$ cat src/sv/delta_list_sleep_timer_queue_defines.svh
// Assertion macros for the delta list timer queue
`ifndef DELTA_LIST_SLEEP_TIMER_QUEUE_DEFINES_SVH
`define DELTA_LIST_SLEEP_TIMER_QUEUE_DEFINES_SVH
`ifndef ASSERT_OFF
`define DLQ_ASSERT_IMP(label, clk, rst_n, a, c, msg) \
    label: assert property (@(posedge clk) disable iff (!rst_n) (a) |-> (c)) else $error(msg);
`define DLQ_ASSERT_NXT(label, clk, rst_n, a, c, msg) \
    label: assert property (@(posedge clk) disable iff (!rst_n) (a) |=> (c)) else $error(msg);
`else
`define DLQ_ASSERT_IMP(label, clk, rst_n, a, c, msg)
`define DLQ_ASSERT_NXT(label, clk, rst_n, a, c, msg)
`endif
`endif

$ cat src/sv/dlq_pkg.sv
// Package: constants, types and codes for the delta list timer queue
package dlq_pkg;
    localparam int QueueDepth = 16;
    localparam int TaskIdBits = 16;
    localparam logic [63:0] NsPerSec = 64'd1000000000;

    typedef enum logic [1:0] {
        EV_ACCEPT = 2'd0,
        EV_FULL   = 2'd1,
        EV_WAKE   = 2'd2
    } event_t;

    typedef enum logic [4:0] {
        ST_IDLE   = 5'b00001,
        ST_MUL    = 5'b00010,
        ST_WALK   = 5'b00100,
        ST_TICK   = 5'b01000,
        ST_SHIFT  = 5'b10000
    } state_t;

    // per-cycle control driven into every cell
    typedef struct packed {
        logic shift_up;     // cells after pos take neighbor below
        logic shift_down;   // every cell takes neighbor above
        logic write_new;    // cell at pos takes new entry
        logic adjust;       // cell at pos subtracts sub value
    } cell_ctl_t;
endpackage

$ cat src/sv/dlq_cell.sv
// One list entry: task id and delta, shifts to its neighbors
module dlq_cell #(
    parameter int TASK_ID_BITS = dlq_pkg::TaskIdBits
) (
    input  logic                    clk,
    input  dlq_pkg::cell_ctl_t      ctl,
    input  logic                    at_pos,
    input  logic                    after_pos,
    input  logic [TASK_ID_BITS-1:0] new_task,
    input  logic [63:0]             new_delta,
    input  logic [63:0]             sub_val,
    input  logic [TASK_ID_BITS-1:0] below_task,
    input  logic [63:0]             below_delta,
    input  logic [TASK_ID_BITS-1:0] above_task,
    input  logic [63:0]             above_delta,
    output logic [TASK_ID_BITS-1:0] task_q,
    output logic [63:0]             delta_q
);
    logic [TASK_ID_BITS-1:0] task_reg, task_next;
    logic [63:0]             delta_reg, delta_next;

    always_comb
    begin
        task_next  = task_reg;
        delta_next = delta_reg;
        if (ctl.shift_down)
        begin
            task_next  = above_task;
            delta_next = above_delta;
        end
        else if (ctl.shift_up && after_pos)
        begin
            task_next  = below_task;
            delta_next = below_delta;
        end
        else if (ctl.write_new && at_pos)
        begin
            task_next  = new_task;
            delta_next = new_delta;
        end
        else if (ctl.adjust && at_pos)
        begin
            delta_next = delta_reg - sub_val;
        end
    end

    always_ff @(posedge clk)
    begin
        task_reg  <= task_next;
        delta_reg <= delta_next;
    end

    assign task_q  = task_reg;
    assign delta_q = delta_reg;
endmodule
$ cat config.mk
export PLATFORM = sky130hd
export DESIGN_NAME = dlq_cell
export DESIGN_NICKNAME = d
export VERILOG_FILES = /design/src/sv/delta_list_sleep_timer_queue_defines.svh /design/src/sv/dlq_pkg.sv /design/src/sv/dlq_cell.sv
export SDC_FILE = /design/constraint.sdc
export NUM_CORES = 1
export LEC_CHECK = 0
export ABC_AREA = 1
export BUFFER_PORTS_ARGS = -buffer_cell sky130_fd_sc_hd__buf_4
export CORE_AREA = 2 2 150 152
export DETAILED_ROUTE_END_ITERATION = 8
export DIE_AREA = 0 0 152 154
export GPL_TIMING_DRIVEN = 0
export PLACE_DENSITY = 0.81
export SETUP_SLACK_MARGIN = 0.3
export SYNTH_ARGS = -nofsm -noshare
export SYNTH_HDL_FRONTEND = slang
export SYNTH_SLANG_ARGS = --single-unit
$ cat constraint.sdc
create_clock -name clk -period 3.25 [get_ports clk]
set_clock_uncertainty 0.15 [all_clocks]
set_input_delay 0.325 -clock clk [delete_from_list [all_inputs] [get_ports clk]]
set_output_delay 0.325 -clock clk [all_outputs]
set_load 0.1 [all_outputs]
==> impl_metrics.py <==
metrics = {
    "clocking": {
        "cts_tree": "yes",
        "cts_buffer_depth": 2,
        "clock-sinks": 80,
        "clk_pin_slew_ps": 80,
        "htree_num_levels": 3,
        "clock_latency_ps": 380,
        "clock-root-buffer": "clkbuf_16",
        "postCtsHoldBufs": 0,
        "tritoncts.num_buffers": 9,
    },
    "logic_synthesis": {
        "synthDominantCellAreaShare_pct": 23.7,
        "synthMuxAreaShare_pct": 0,
        "synthAdderAreaFrac_pct": 7.98,
        "syn-num-nets": 2137,
        "syn_avg_cell_area_um2": 5.75,
        "synth-compound-area-share_pct": 14.1,
        "synth-seq-area-share_pct": 23.7,
        "ys_seq_elements": 80,
        "synth-simple-area-share_pct": 40.4,
        "syn_area_um2": 10100,
        "ys_warn_count": 0,
        "synth_xor_area_share_pct": 1.73,
        "netlist_top_cells_area": "edfxtp_1 24%, nand2_1 20%, nor2_1 11%",
        "yosysTopAreaCell": "edfxtp_1",
        "synth_top_family_by_area": "simple AND/OR/NAND/NOR gates",
        "synth_cells": 1762,
        "ys_types": 38,
    },
    "global_routing": {
        "grt_start_max_net_pins": 34,
        "overflow": 0,
        "grt_pass1_wl_mm": 70.6,
        "antenna_found_initial": 1,
        "grt_pass1_vias": 12700,
        "grt_use_total_pct": 39.6,
    },
    "power_and_ir_drop": {
        "irDropWorstVdd_uv": 289,
        "p_per_area_nw_per_um2": 503,
        "power_mw": 6.99,
        "leakage_nw": 7.27,
    },
    "route": {
        "drt-pass1-iter-count": 6,
        "antenna_left": 0,
        "wl_mm": 48.3,
        "drt_first_iter_violations": 1341,
        "vias": 13400,
        "wl_per_cell_um": 19.7,
        "via_per_inst": 5.48,
        "drc_errors": 0,
    },
    "floorplanning": {
        "start_util_pct": 46.7,
        "dieArea_um2": 23400,
        "core.rowCount": 54,
        "die_h_um": 154,
        "core-area_um2": 21700,
        "ioPinCount": 391,
        "die_w_um": 152,
    },
    "critical_path": {
        "slowest_delay_ps": 450,
        "rrSetupSlack_ps": 340,
        "cp_common_cell": "nand2_1",
        "crit_arrival_ps": 2890,
        "critPathLaunchType": "register",
        "worst_r2r_startpoint": "delta_q[7]$_DFFE_PP_",
        "cp_slowest_cell": "edfxtp_1",
        "critPathBufInv": 0,
        "r2r_cells": 13,
        "crit_family": "simple AND/OR/NAND/NOR gates",
        "r2r_end": "delta_q[54]$_DFFE_PP_",
        "crit_required_ps": 3230,
        "worst-path-max-fanout": 4,
        "path_class": "register to register",
        "cp_cell_sequence": "ha_1, a21oi_1, o21ai_1, nand2_1, nand2_1, nand2_1, nand3_1, nand3_1, nand2_1, nand2_1, nand3_1, nand2_1, nand2_1",
        "endpoint_kind": "register",
    },
    "flow_run": {
        "drv_cap": 0,
    },
    "worst_hold_path": {
        "min_delay_path_depth": 3,
        "hold-path-endpoint": "delta_q[48]$_DFFE_PP_",
        "holdCritStartpoint": "above_delta[48]",
        "hold_class": "input pin to register",
    },
    "placed_design": {
        "dp_hpwl_mm": 40.4,
        "dp.cells": 2433,
        "numPortBuffers": 390,
        "gp_congestion": 1.05,
    },
    "finish": {
        "drive_gt1_share_pct": 22.6,
        "area_delta_synth_final_pct": 36.9,
        "nets": 2541,
        "stdcell_count": 2452,
    },
    "sta": {
        "finalCritPeriodShare_pct": 89.6,
        "fmax_ghz": 0.343,
        "hold_viol": 0,
        "hold_slack_ps": 91.1,
        "fin_crit_ps": 2910,
        "setup_viol": 0,
        "worst_slew_pin_slew_ps": 920,
        "rsz0062_at_grt": "yes",
        "maxSlewViolCount": 0,
        "relSlewSlack_pct": 38.6,
    },
    "run_status": {
        "status": "completed",
    },
}
registers in the layout, summed over array words and instances (netlist names):
signal and count:
delta_q 64, task_q 16
per-stage QoR:
stage	worst slack (ps)	utilization, %	setup TNS (ps)	instance area [um^2]
global route	264	64.0	0	13900
global placement	-1190	62.0	-75940	13400
detailed placement	255	62.1	0	13500
floorplan	258	-	0	10200
CTS	300	63.7	0	13800
finish	337	64.0	0	13900
worst reg2reg max path, delay by kind of cell, from the launching register on:
family,cells,cell delay (ps)
AO/OA/AOI/OAI,2,540
adder cells (fa/ha/maj),1,370
flip-flops,1,450
AND/OR/NAND/NOR,10,1170
synth_stat cells:
cell      count
nand3_2       1
buf_4         1
a21oi_1     135
nor3_1        7
o21ai_1       7
inv_1       267
o21ai_2       2
o21bai_1     16
nand3_1      86
edfxtp_1     80
nand3b_2      1
nor3_2        5
nor4_2        2
xor2_1       17
buf_2         2
nor4_1        1
and2_1        3
a31oi_1      30
a21o_1        1
xnor2_1       3
clkinv_1      1
a21oi_2       1
o21ai_0      66
nand4_1       5
fa_1          1
nor2_2       17
nand3b_1      2
nor2_1      309
o211ai_1      6
and2_0        1
or2_2         1
inv_2        12
ha_1         63
clkbuf_1     37
buf_1         6
nor2_4        3
nand2_1     553
nand2_2      11
power breakdown:
group | total, mW | internal (mW) | switching [mW]
Sequential | 1.45 | 1.34 | 0.113
Combinational | 4.28 | 1.22 | 3.07
Clock | 1.25 | 0.694 | 0.555
Total | 6.99 | 3.25 | 3.74
logic make-up after synthesis:
logic type                 Yosys count
DFF                                 80
AOI/OAI and AO/OA                  264
xor gates and xnor gates            20
adders and majority gates           64
and+or+nand+nor                   1008
buffers and inverters              326
how the worst max path moves through the flow:
stage	startpoint	end	cells after the start	slack [ps]
after floorplan	delta_q[0]$_DFFE_PP_	delta_q[46]$_DFFE_PP_	16	260
after global placement	ctl[3]	delta_q[20]$_DFFE_PP_	7	-1190
after detailed placement	at_pos	delta_q[57]$_DFFE_PP_	8	250
after CTS	delta_q[0]$_DFFE_PP_	delta_q[58]$_DFFE_PP_	16	300
after global routing	delta_q[0]$_DFFE_PP_	delta_q[58]$_DFFE_PP_	16	260
final	delta_q[7]$_DFFE_PP_	delta_q[54]$_DFFE_PP_	13	340
cell type report:
class / instances / area (um^2)
multi-input combinational: 1356 / 6590
tap: 280 / 350
clock buffer: 9 / 225
timing repair buffer: 393 / 2960
fill: 2109 / 7810
clock inverter: 7 / 109
sequential: 80 / 2400
antenna: 1 / 2.50
buffer: 46 / 179
inverter: 280 / 1050
layout by cell type, fill, tap and decap left out, drive strengths merged, types with 2 or more instances in the layout:
cell type | Yosys | routed
o211ai | 6 | 6
clkbuf | 37 | 46
edfxtp | 80 | 80
nand3b | 3 | 3
xor2 | 17 | 17
ha | 63 | 63
xnor2 | 3 | 3
nand3 | 87 | 87
inv | 279 | 283
a31oi | 30 | 30
nor4 | 3 | 3
o21bai | 16 | 16
nand2 | 564 | 564
nor3 | 12 | 12
clkinv | 1 | 2
o21ai | 75 | 75
a21oi | 136 | 136
and2 | 4 | 4
nand4 | 5 | 5
nor2 | 329 | 329
bufinv | 0 | 2
buf | 9 | 402
routing by layer:
layer | vias to the layer above | wire length, um | GRT usage [%]
met5 | - | 0 | 0
met4 | 0 | 2240 | 18.1
met3 | 128 | 5080 | 6.14
met2 | 843 | 21500 | 64.4
met1 | 6099 | 19400 | 52.0
li1 | 6375 | - | -
repair_timing:
action / in CTS / in global routing
endpoints found under the setup margin: 0 / 13
endpoints found under the hold margin: 0 / 0
gates resized for setup: 0 / 16
setup buffers: 0 / 2
Power figures use the tool's default switching activity.
